===== src/rtl/wheel_odometer_speedometer_unit_macros.svh =====
// Assertion macros for the top-level RTL file of the wheel odometer and speedometer unit.
`ifndef WHEEL_ODOMETER_SPEEDOMETER_UNIT_MACROS_SVH
`define WHEEL_ODOMETER_SPEEDOMETER_UNIT_MACROS_SVH
`ifndef NO_ASSERTIONS
// Property checked on the clock, skipped while reset is asserted.
`define WOS_ASSERT(label, clk, rst_n, prop) \
	label: assert property (@(posedge clk) disable iff (!rst_n) prop) \
		else $error("wos assertion failed");
// Property checked on the clock, reset included.
`define WOS_ASSERT_ALWAYS(label, clk, prop) \
	label: assert property (@(posedge clk) prop) \
		else $error("wos assertion failed");
`else
`define WOS_ASSERT(label, clk, rst_n, prop)
`define WOS_ASSERT_ALWAYS(label, clk, prop)
`endif
`endif


===== src/rtl/wos_pkg.sv =====
// Shared constants and types of the wheel odometer and speedometer unit.
`timescale 1ns / 1ps
package wos_pkg;
	localparam int DIST_W   = 20;
	localparam int SPEED_W  = 16;
	localparam int PPU_W    = 10;
	localparam int GAP_W    = 8;
	localparam int TIMER_W  = 16;
	localparam int OVF_W    = 8;
	localparam int PERIOD_W = 16;
	localparam int CFG_IDX_W  = 3;
	localparam int CFG_DATA_W = 20;
	localparam int QUEUE_DEPTH = 2;

	localparam logic [PPU_W-1:0]   PPU_RESET   = 10'd740;
	localparam logic [DIST_W-1:0]  LIMIT_RESET = 20'd600000;
	localparam logic [SPEED_W-1:0] SPEED_K_RESET = 16'd23414;
	localparam logic [GAP_W-1:0]   GAP_RESET   = 8'd10;
	localparam logic [DIST_W-1:0]  START_DIST_RESET = 20'd0;
	localparam logic [TIMER_W-1:0] TIMER_RESET = 16'hFDA8;
	localparam logic [GAP_W-1:0]   PHASE_HOLD  = 8'd255;

	localparam logic [CFG_IDX_W-1:0] CFG_PULSES_PER_UNIT = 3'd0;
	localparam logic [CFG_IDX_W-1:0] CFG_DISTANCE_LIMIT  = 3'd1;
	localparam logic [CFG_IDX_W-1:0] CFG_SPEED_CONSTANT  = 3'd2;
	localparam logic [CFG_IDX_W-1:0] CFG_CAPTURE_GAP     = 3'd3;
	localparam logic [CFG_IDX_W-1:0] CFG_START_DISTANCE  = 3'd4;

	// One classified tick as handed from the front to the back.
	typedef struct packed {
		logic [DIST_W-1:0]   distance;
		logic                stopped;
		logic                updated;
		logic                recompute;
		logic [PERIOD_W-1:0] period;
	} entry_t;
endpackage


===== src/rtl/wos_front.sv =====
// Front end: tick timer, pulse counting, distance and period capture per accepted tick.
`timescale 1ns / 1ps
module wos_front (
	input  logic                              clk,
	input  logic                              arst_n,
	input  logic                              accept,
	input  logic                              pulse_edge,
	input  logic                              cfg_write,
	input  logic [wos_pkg::CFG_IDX_W-1:0]     cfg_index,
	input  logic [wos_pkg::CFG_DATA_W-1:0]    cfg_data,
	output wos_pkg::entry_t                   entry
);
	logic [wos_pkg::PPU_W-1:0]   ppu_q;
	logic [wos_pkg::DIST_W-1:0]  limit_q;
	logic [wos_pkg::GAP_W-1:0]   gap_q;
	logic                        dirty_q;

	logic [wos_pkg::TIMER_W-1:0] timer_q;
	logic [wos_pkg::OVF_W-1:0]   ovf_q;
	logic [wos_pkg::PPU_W-1:0]   upc_q;
	logic [wos_pkg::GAP_W-1:0]   phase_q;
	logic [wos_pkg::DIST_W-1:0]  dist_q;
	logic [wos_pkg::OVF_W-1:0]   cap_ovf_q;
	logic [7:0]                  cap_hb_q;
	logic                        stopped_q;

	logic                        pulse;
	logic [wos_pkg::PPU_W-1:0]   upc_inc;
	logic [wos_pkg::GAP_W-1:0]   phase_inc;
	logic                        capture;
	logic                        clear;
	logic                        hit;
	logic                        bump;
	logic [wos_pkg::TIMER_W-1:0] timer_base;
	logic [wos_pkg::TIMER_W-1:0] timer_n;
	logic [wos_pkg::OVF_W-1:0]   ovf_base;
	logic [wos_pkg::OVF_W-1:0]   ovf_n;
	logic [wos_pkg::PPU_W-1:0]   upc_n;
	logic [wos_pkg::GAP_W-1:0]   phase_n;
	logic [wos_pkg::DIST_W-1:0]  dist_n;
	logic [wos_pkg::OVF_W-1:0]   cap_ovf_n;
	logic [7:0]                  cap_hb_n;
	logic                        stopped_n;

	always_comb begin
		pulse     = pulse_edge & ~stopped_q;
		upc_inc   = upc_q + 1'b1;
		phase_inc = phase_q + 1'b1;
		capture   = pulse && (phase_inc == '0);
		clear     = pulse && !capture && (phase_inc == gap_q);
		hit       = pulse && (dist_q == limit_q);
		bump      = pulse && !hit && (upc_inc >= ppu_q);

		upc_n     = pulse ? (bump ? '0 : upc_inc) : upc_q;
		phase_n   = pulse ? (clear ? wos_pkg::PHASE_HOLD : phase_inc) : phase_q;
		dist_n    = bump ? dist_q + 1'b1 : dist_q;
		stopped_n = stopped_q | hit;
		cap_ovf_n = capture ? ovf_q : cap_ovf_q;
		cap_hb_n  = capture ? timer_q[wos_pkg::TIMER_W-1 -: 8] : cap_hb_q;

		// Pulse work sees the timer before this tick's increment.
		timer_base = clear ? '0 : timer_q;
		ovf_base   = (capture || clear) ? '0 : ovf_q;
		timer_n    = timer_base + 1'b1;
		ovf_n      = (timer_n == '0) ? ovf_base + 1'b1 : ovf_base;

		entry.distance  = dist_n;
		entry.stopped   = stopped_n;
		entry.updated   = capture;
		entry.recompute = capture | dirty_q;
		entry.period    = {cap_ovf_n, cap_hb_n};
	end

	always_ff @(posedge clk or negedge arst_n) begin
		if (!arst_n) begin
			ppu_q     <= wos_pkg::PPU_RESET;
			limit_q   <= wos_pkg::LIMIT_RESET;
			gap_q     <= wos_pkg::GAP_RESET;
			dirty_q   <= 1'b0;
			timer_q   <= wos_pkg::TIMER_RESET;
			ovf_q     <= '0;
			upc_q     <= '0;
			phase_q   <= '0;
			dist_q    <= wos_pkg::START_DIST_RESET;
			cap_ovf_q <= '0;
			cap_hb_q  <= '0;
			stopped_q <= 1'b0;
		end else if (cfg_write) begin
			unique case (cfg_index)
				wos_pkg::CFG_PULSES_PER_UNIT: ppu_q <= cfg_data[wos_pkg::PPU_W-1:0];
				wos_pkg::CFG_DISTANCE_LIMIT:  limit_q <= cfg_data[wos_pkg::DIST_W-1:0];
				wos_pkg::CFG_SPEED_CONSTANT:  dirty_q <= 1'b1;
				wos_pkg::CFG_CAPTURE_GAP:     gap_q <= cfg_data[wos_pkg::GAP_W-1:0];
				wos_pkg::CFG_START_DISTANCE:  dist_q <= cfg_data[wos_pkg::DIST_W-1:0];
				default: ;
			endcase
		end else if (accept) begin
			dirty_q   <= 1'b0;
			timer_q   <= timer_n;
			ovf_q     <= ovf_n;
			upc_q     <= upc_n;
			phase_q   <= phase_n;
			dist_q    <= dist_n;
			cap_ovf_q <= cap_ovf_n;
			cap_hb_q  <= cap_hb_n;
			stopped_q <= stopped_n;
		end
	end
endmodule


===== src/rtl/wos_fifo.sv =====
// Short queue of classified ticks between the front and the back.
`timescale 1ns / 1ps
module wos_fifo #(
	parameter int Depth = wos_pkg::QUEUE_DEPTH
) (
	input  logic            clk,
	input  logic            arst_n,
	input  logic            wr_en,
	input  wos_pkg::entry_t wr_data,
	input  logic            rd_en,
	output wos_pkg::entry_t rd_data,
	output logic            full,
	output logic            empty
);
	localparam int PtrW = (Depth > 1) ? $clog2(Depth) : 1;
	localparam int CntW = $clog2(Depth + 1);
	localparam logic [PtrW-1:0] LastPtr = PtrW'(Depth - 1);
	localparam logic [CntW-1:0] FullCnt = CntW'(Depth);

	wos_pkg::entry_t slot_q [Depth];
	logic [PtrW-1:0] wr_ptr_q;
	logic [PtrW-1:0] rd_ptr_q;
	logic [CntW-1:0] cnt_q;
	logic            do_wr;
	logic            do_rd;

	assign full    = (cnt_q == FullCnt);
	assign empty   = (cnt_q == '0);
	assign do_wr   = wr_en & ~full;
	assign do_rd   = rd_en & ~empty;
	assign rd_data = slot_q[rd_ptr_q];

	always_ff @(posedge clk) begin
		if (do_wr) begin
			slot_q[wr_ptr_q] <= wr_data;
		end
	end

	always_ff @(posedge clk or negedge arst_n) begin
		if (!arst_n) begin
			wr_ptr_q <= '0;
			rd_ptr_q <= '0;
			cnt_q    <= '0;
		end else begin
			if (do_wr) begin
				wr_ptr_q <= (wr_ptr_q == LastPtr) ? '0 : wr_ptr_q + 1'b1;
			end
			if (do_rd) begin
				rd_ptr_q <= (rd_ptr_q == LastPtr) ? '0 : rd_ptr_q + 1'b1;
			end
			unique case ({do_wr, do_rd})
				2'b10:   cnt_q <= cnt_q + 1'b1;
				2'b01:   cnt_q <= cnt_q - 1'b1;
				default: cnt_q <= cnt_q;
			endcase
		end
	end
endmodule


===== src/rtl/wos_back.sv =====
// Back end: speed divider and the result register.
`timescale 1ns / 1ps
module wos_back (
	input  logic                              clk,
	input  logic                              arst_n,
	input  logic                              cfg_write,
	input  logic [wos_pkg::CFG_IDX_W-1:0]     cfg_index,
	input  logic [wos_pkg::CFG_DATA_W-1:0]    cfg_data,
	input  logic                              q_empty,
	input  wos_pkg::entry_t                   q_data,
	output logic                              q_pop,
	input  logic                              pop,
	output logic                              empty,
	output logic [wos_pkg::DIST_W-1:0]        distance,
	output logic [wos_pkg::SPEED_W-1:0]       speed,
	output logic                              limit_reached,
	output logic                              speed_updated,
	output logic                              busy
);
	localparam logic ST_IDLE = 1'b0;
	localparam logic ST_DIV  = 1'b1;
	localparam int   DW = wos_pkg::SPEED_W;
	localparam int   CntW = $clog2(DW);

	logic                         state_q;
	logic [DW-1:0]                speed_k_q;
	logic [DW-1:0]                speed_q;
	logic [wos_pkg::PERIOD_W-1:0] div_q;
	logic [DW-1:0]                rem_q;
	logic [DW-1:0]                quo_q;
	logic [CntW-1:0]              cnt_q;
	logic [wos_pkg::DIST_W-1:0]   hold_dist_q;
	logic                         hold_stop_q;
	logic                         hold_upd_q;

	logic                         out_valid_q;
	logic [wos_pkg::DIST_W-1:0]   out_dist_q;
	logic [DW-1:0]                out_speed_q;
	logic                         out_stop_q;
	logic                         out_upd_q;

	logic                         slot_free;
	logic                         start_div;
	logic [DW:0]                  rem_sh;
	logic                         ge;
	logic [DW:0]                  rem_sub;
	logic [DW-1:0]                rem_n;
	logic [DW-1:0]                quo_n;
	logic                         last_step;

	assign slot_free = !out_valid_q || pop;
	assign q_pop     = (state_q == ST_IDLE) && !q_empty && slot_free;
	assign start_div = q_pop && q_data.recompute && (q_data.period != '0);
	assign last_step = (state_q == ST_DIV) && (cnt_q == '0);
	assign busy      = (state_q == ST_DIV);

	// Restoring division, one quotient bit a cycle.
	always_comb begin
		rem_sh  = {rem_q, quo_q[DW-1]};
		ge      = rem_sh >= {1'b0, div_q};
		rem_sub = rem_sh - {1'b0, div_q};
		rem_n   = ge ? rem_sub[DW-1:0] : rem_sh[DW-1:0];
		quo_n   = {quo_q[DW-2:0], ge};
	end

	assign empty         = !out_valid_q;
	assign distance      = out_dist_q;
	assign speed         = out_speed_q;
	assign limit_reached = out_stop_q;
	assign speed_updated = out_upd_q;

	always_ff @(posedge clk) begin
		if (start_div) begin
			div_q       <= q_data.period;
			rem_q       <= '0;
			quo_q       <= speed_k_q;
			hold_dist_q <= q_data.distance;
			hold_stop_q <= q_data.stopped;
			hold_upd_q  <= q_data.updated;
		end else if (state_q == ST_DIV) begin
			rem_q <= rem_n;
			quo_q <= quo_n;
		end
	end

	always_ff @(posedge clk or negedge arst_n) begin
		if (!arst_n) begin
			state_q     <= ST_IDLE;
			speed_k_q   <= wos_pkg::SPEED_K_RESET;
			speed_q     <= '0;
			cnt_q       <= '0;
			out_valid_q <= 1'b0;
			out_dist_q  <= '0;
			out_speed_q <= '0;
			out_stop_q  <= 1'b0;
			out_upd_q   <= 1'b0;
		end else begin
			if (cfg_write && (cfg_index == wos_pkg::CFG_SPEED_CONSTANT)) begin
				speed_k_q <= cfg_data[DW-1:0];
			end
			// Drop the transferred result unless a new one loads in its place.
			if (pop && out_valid_q && !(q_pop && !start_div)) begin
				out_valid_q <= 1'b0;
			end
			unique case (state_q)
				ST_IDLE: begin
					if (start_div) begin
						state_q <= ST_DIV;
						cnt_q   <= CntW'(DW - 1);
					end else if (q_pop) begin
						// A tick with no recompute keeps the last speed; a zero period gives zero speed without dividing.
						out_valid_q <= 1'b1;
						out_dist_q  <= q_data.distance;
						out_stop_q  <= q_data.stopped;
						out_upd_q   <= q_data.updated;
						if (q_data.recompute) begin
							speed_q     <= '0;
							out_speed_q <= '0;
						end else begin
							out_speed_q <= speed_q;
						end
					end
				end
				ST_DIV: begin
					cnt_q <= cnt_q - 1'b1;
					if (last_step) begin
						// Result slot stayed empty since the divide started.
						state_q     <= ST_IDLE;
						speed_q     <= quo_n;
						out_valid_q <= 1'b1;
						out_dist_q  <= hold_dist_q;
						out_speed_q <= quo_n;
						out_stop_q  <= hold_stop_q;
						out_upd_q   <= hold_upd_q;
					end
				end
				default: state_q <= ST_IDLE;
			endcase
		end
	end
endmodule


===== src/rtl/wheel_odometer_speedometer_unit.sv =====
// Top level of the wheel odometer and speedometer unit.
//
// Channel  Direction  Handshake          Payload
// input    in         push / full        pulse_edge
// result   out        empty / pop        distance, speed, limit_reached, speed_updated
// config   in         cfg_valid / ready  cfg_index, cfg_data
//
// A tick is taken by the front and queued; a tick without a speed recompute passes
// through the queue into the result register, at one tick per cycle while the back is idle and results are popped.
// A capture, or the first tick after a speed_constant write, with a nonzero period runs
// through the 16-step serial divider in the back; the queue absorbs the stall until full.
// Reset is asynchronous and clears every counter to its start value at once.
// cfg_ready is always high; writes are meant for an idle block.
`timescale 1ns / 1ps
`include "wheel_odometer_speedometer_unit_macros.svh"
module wheel_odometer_speedometer_unit #(
	parameter int QueueDepth = wos_pkg::QUEUE_DEPTH
) (
	input  logic                              clk,
	input  logic                              arst_n,
	input  logic                              push,
	output logic                              full,
	input  logic                              pulse_edge,
	output logic                              empty,
	input  logic                              pop,
	output logic [wos_pkg::DIST_W-1:0]        distance,
	output logic [wos_pkg::SPEED_W-1:0]       speed,
	output logic                              limit_reached,
	output logic                              speed_updated,
	input  logic                              cfg_valid,
	output logic                              cfg_ready,
	input  logic [wos_pkg::CFG_IDX_W-1:0]     cfg_index,
	input  logic [wos_pkg::CFG_DATA_W-1:0]    cfg_data
);
	logic            accept;
	logic            cfg_write;
	wos_pkg::entry_t front_entry;
	wos_pkg::entry_t q_data;
	logic            q_empty;
	logic            q_pop;
	logic            back_busy;

	assign cfg_ready = 1'b1;
	assign cfg_write = cfg_valid & cfg_ready;
	assign accept    = push & ~full;

	wos_front u_front (
		.clk        (clk),
		.arst_n     (arst_n),
		.accept     (accept),
		.pulse_edge (pulse_edge),
		.cfg_write  (cfg_write),
		.cfg_index  (cfg_index),
		.cfg_data   (cfg_data),
		.entry      (front_entry)
	);

	wos_fifo #(
		.Depth (QueueDepth)
	) u_fifo (
		.clk     (clk),
		.arst_n  (arst_n),
		.wr_en   (accept),
		.wr_data (front_entry),
		.rd_en   (q_pop),
		.rd_data (q_data),
		.full    (full),
		.empty   (q_empty)
	);

	wos_back u_back (
		.clk           (clk),
		.arst_n        (arst_n),
		.cfg_write     (cfg_write),
		.cfg_index     (cfg_index),
		.cfg_data      (cfg_data),
		.q_empty       (q_empty),
		.q_data        (q_data),
		.q_pop         (q_pop),
		.pop           (pop),
		.empty         (empty),
		.distance      (distance),
		.speed         (speed),
		.limit_reached (limit_reached),
		.speed_updated (speed_updated),
		.busy          (back_busy)
	);

	`WOS_ASSERT(a_queue_full_not_empty, clk, arst_n, full |-> !q_empty)
	`WOS_ASSERT(a_div_slot_empty, clk, arst_n, back_busy |-> empty)
	`WOS_ASSERT(a_transfer_queued, clk, arst_n, (push && !full) |=> !q_empty)
endmodule


===== config.mk =====
export PLATFORM = sky130hd
export DESIGN_NAME = wheel_odometer_speedometer_unit
export DESIGN_NICKNAME = d
export VERILOG_FILES = /design/src/rtl/wos_pkg.sv /design/src/rtl/wos_front.sv /design/src/rtl/wos_fifo.sv /design/src/rtl/wos_back.sv /design/src/rtl/wheel_odometer_speedometer_unit.sv
export VERILOG_INCLUDE_DIRS = /design/src /design/src/rtl
export SDC_FILE = /design/constraint.sdc
export NUM_CORES = 1
export LEC_CHECK = 0
export BUFFER_PORTS_ARGS = -buffer_cell sky130_fd_sc_hd__buf_2
export CAP_MARGIN = 25
export CORE_MARGIN = 4
export CORE_UTILIZATION = 60
export DETAILED_ROUTE_END_ITERATION = 10
export PLACE_DENSITY = 0.78
export SETUP_SLACK_MARGIN = 0.15
export SLEW_MARGIN = 0
export SYNTH_ARGS = -nofsm -noshare
export SYNTH_HDL_FRONTEND = slang
export SYNTH_HIERARCHICAL = 1
export SYNTH_SLANG_ARGS = --single-unit

===== constraint.sdc =====
create_clock -name clk -period 7 [get_ports clk]
set_input_delay 0.35 -clock clk [delete_from_list [all_inputs] [get_ports clk]]
set_output_delay 0.35 -clock clk [all_outputs]
set_load 0.005 [all_outputs]

==> reports/metrics.csv <==
stage;metric;value;unit
layout;ANT cells;0;
setup_path;Worst EP arrival;4.87;ns
sta;slew margin rel.;0.343;
setup_path;CP cell instances;mux2_2, nor4_1, nand4_1, nand3_1, inv_2, buf_12, nor2_2, inv_1;
setup_path;reg-to-reg critical path endpoint;u_back/quo_q[8];
synth;Post-Syn Area per Cell;11.2;um2
sta;FMAX;0.211;GHz
global_routing;initial antenna violation count;0;
clocking;H-tree depth;2;
global_routing;GRT Overall Usage;0.232;
routing;met3 wire len;2330;um
flow_run;MaxCap Viol Count;0;
routing;DR WL/cell;19.0;um
synth;Post-synth ARST share;0.552;
sta;Setup Skew;0.0171;ns
power_and_ir_drop;Leak;7.50;nW
power_and_ir_drop;Power Density;416;nW/um2
setup_path;critical path class;flop to flop;
sta;Final Max Slew Viols;0;
layout;most frequent cells in the layout;208 x nand2_1, 146 x dfrtp_1, 132 x edfxtp_1, 98 x mux2_2, 67 x buf_2;
layout;layout net count;1562;
setup_path;Crit path depth;8;
sta;fin crit period;4.73;ns
power_and_ir_drop;Flop pwr share;0.425;
hold_path;min-delay worst type;primary input to flop;
layout;fill count;1931;
synth;top_reg_cell synth;dfrtp_1;
layout;most common cell after layout, fill and taps aside;nand2_1;
power_and_ir_drop;Gate power share;0.336;
placed_design;Port Buffer Count;68;
routing;max layer used;met4;
clocking;Num CTS Buffers;35;
setup_path;Top delay family on crit path;simple AND/OR/NAND/NOR gates;
setup_path;worst r2r path cells;8;
placed_design;HPWL after detailed placement;23700;um
routing;via count;11400;
power_and_ir_drop;Power Internal;0.00493;W
hold_path;hold path depth;2;
global_routing;vias in the first global route;11000;
routing;WL met1;16400;um
hold_path;WHS Endpoint;u_front/limit_q[16];
global_routing;GRT overflow;0;
clocking;Reg clk slew, reported paths;0.06;ns
clocking;clock root buffer;clkbuf_16;
floorplan;die extent in y;173;um
placed_design;GP Congestion;0.888;
floorplan;FP Rows;60;
power_and_ir_drop;clock share of power;0.240;
setup_path;R2R setup slack;2.27;ns
synth;Synth cell types;105;
synth;area of the mapped netlist;16400;um2
floorplan;die width;173;um
routing;Pre-antenna DRT Iters;6;
synth;Post-synth EDFFs;132;
synth;Post-Syn Instances;1458;
floorplan;Starting Density;0.609;
global_routing;largest net degree at the start of global routing;87;
sta;RSZ-0062 raised after global routing;false;
power_and_ir_drop;switch share;0.344;
synth;syn nets;1523;
clocking;clock sink count;330;
global_routing;first-pass GRT wire length;58200;um
routing;DR WL met2;15900;um
clocking;CTS tree;done;
sta;final setup violating endpoints;0;
floorplan;die area;30000;um2
synth;Synth area leaders;edfxtp_1 24%, dfrtp_1 22%, mux2_2 6.7%;
sta;final setup margin;2.27;ns
setup_path;CP Launch Type;flop;
floorplan;I/O Pins;70;
routing;# DRC;0;
setup_path;CP peak stage delay;0.78;ns
floorplan;Core Area;26900;um2
routing;WL final;35400;um
sta;endpoints failing hold;0;
setup_path;Buf/Inv on CP;3;
sta;final worst-path cycle share;0.676;
clocking;insertion delay to the later sink of the worst-skew pair;0.52;ns
power_and_ir_drop;maximum VDD drop;227;uV
synth;#FFs+latches synth;330;
layout;area grow syn2layout;10.3;%
synth;largest area contributor in the netlist;edfxtp_1;
setup_path;CP Capture Type;flop;
setup_path;worst-path fanout max;41;
clocking;Max Root-Sink Buffers;3;
hold_path;hold path start;cfg_data[16];
setup_path;CP required;7.14;ns
synth;register area share after synthesis;0.543;
layout;share of cells above drive strength 1;0.214;
power_and_ir_drop;sw power;0.00259;W
routing;initial DRC count;1147;
setup_path;CP max stage cell;dfrtp_1;
routing;Via-to-Cell Ratio;6.11;
synth;top cell type's share of synthesized area;0.242;
sta;setup_tns;0;ns
setup_path;origin of the critical flop-to-flop path;u_fifo/rd_ptr_q;
sta;Worst Tran Pin Value;0.986;ns
synth;YS warnings;6;
routing;Routed Antenna Nets;0;
run_status;status;finished clean;
placed_design;dpl ws;2.08;ns
-- worst max path at each step --
stage / from / endpoint / slack (ns)
floorplan: u_front/phase_q[0] / u_front/ovf_q[5] / 3.04
global placement: u_fifo/rd_ptr_q / u_back/quo_q[6] / 2.29
detailed placement: u_fifo/rd_ptr_q / u_back/quo_q[10] / 2.08
CTS: u_fifo/rd_ptr_q / u_back/quo_q[10] / 2.03
global route: u_fifo/rd_ptr_q / u_back/distance[1] / 1.84
finish: u_fifo/rd_ptr_q / u_back/quo_q[8] / 2.27
-- power groups by stage --
stage	logic (W)	clock network, W	registers (W)
final	0.00252	0.00180	0.00320
after detailed placement	0.00247	0	0.00321
after global placement	0.00237	0	0.00319
after CTS	0.00251	0.00184	0.00319
after global routing	0.00279	0.00193	0.00326
after floorplan	0.00197	0	0.00303
-- cells by family (layout without fill, tap and decap cells) --
family	after synthesis	in the layout	share of synthesized area
AOI/OAI and AO/OA	269	269	0.116
xor gates and xnor gates	77	77	0.0412
adders and majority gates	36	36	0.0280
buffers and inverters	136	202	0.0384
DFF	330	330	0.543
muxes	140	140	0.0948
other	1	1	0.000229
and+or+nand+nor	469	469	0.139
-- cells in the mapped netlist, drive strengths merged, types with 22 or more instances --
library cell and instances:
nand3 40, nand2 209, inv 52, a22o 33, mux2i 31, edfxtp 132
a21oi 37, dfrtp 147, mux2 109, xor2 22, dfstp 35, nor3 33
buf 32, clkbuf 51, o21ai 84, nor2 69, xnor2 55, ha 35
-- layer usage --
layer  global-route usage  vias to the layer above
met3               0.0391                       59
met1                0.355                     5592
met5                    0                        -
li1                     -                     5341
met4               0.0565                        0
met2                0.350                      410
-- state kept, by name (all words and copies together), names as in the netlist, 10 cells and up --
| name | cells |
|---|---|
| u_front/dist_q | 20 |
| u_back/quo_q | 16 |
| u_fifo/slot_q | 78 |
| u_back/hold_dist_q | 20 |
| u_back/rem_q | 16 |
| u_front/limit_q | 20 |
| u_front/ppu_q | 10 |
| u_front/upc_q | 10 |
| u_back/speed | 16 |
| u_front/timer_q | 16 |
| u_back/div_q | 16 |
| u_back/speed_k_q | 16 |
| u_back/distance | 20 |
-- cell type report --
type,count,area (um2),share of cell area
Inverter,52,195,0.0108
Multi-Input combinational cell,992,6910,0.382
Sequential cell,330,8880,0.492
Clock inverter,18,158,0.00873
Clock buffer,46,970,0.0537
Timing Repair Buffer,86,524,0.0290
Tap cell,341,427,0.0236
-- timing repair --
| action | 4_1_cts | 5_1_grt |
|---|---|---|
| endpoints found under the hold margin | 60 | 0 |
| gates resized for setup | 0 | 0 |
| hold buffers | 1 | 0 |
| buffers inserted | 0 | 0 |
-- per-stage QoR --
stage	hold slack, ns	std cells	util	instance area, um2	power (W)
floorplan	0.0544	1458	-	16400	0.00500
global placement	0.446	1795	0.627	16800	0.00557
detailed placement	0.455	1799	0.629	16900	0.00568
CTS	0.0845	1864	0.671	18000	0.00753
global route	0.105	1865	0.672	18100	0.00798
finish	0.0977	1865	0.672	18100	0.00752
Power figures use the tool's default switching activity.
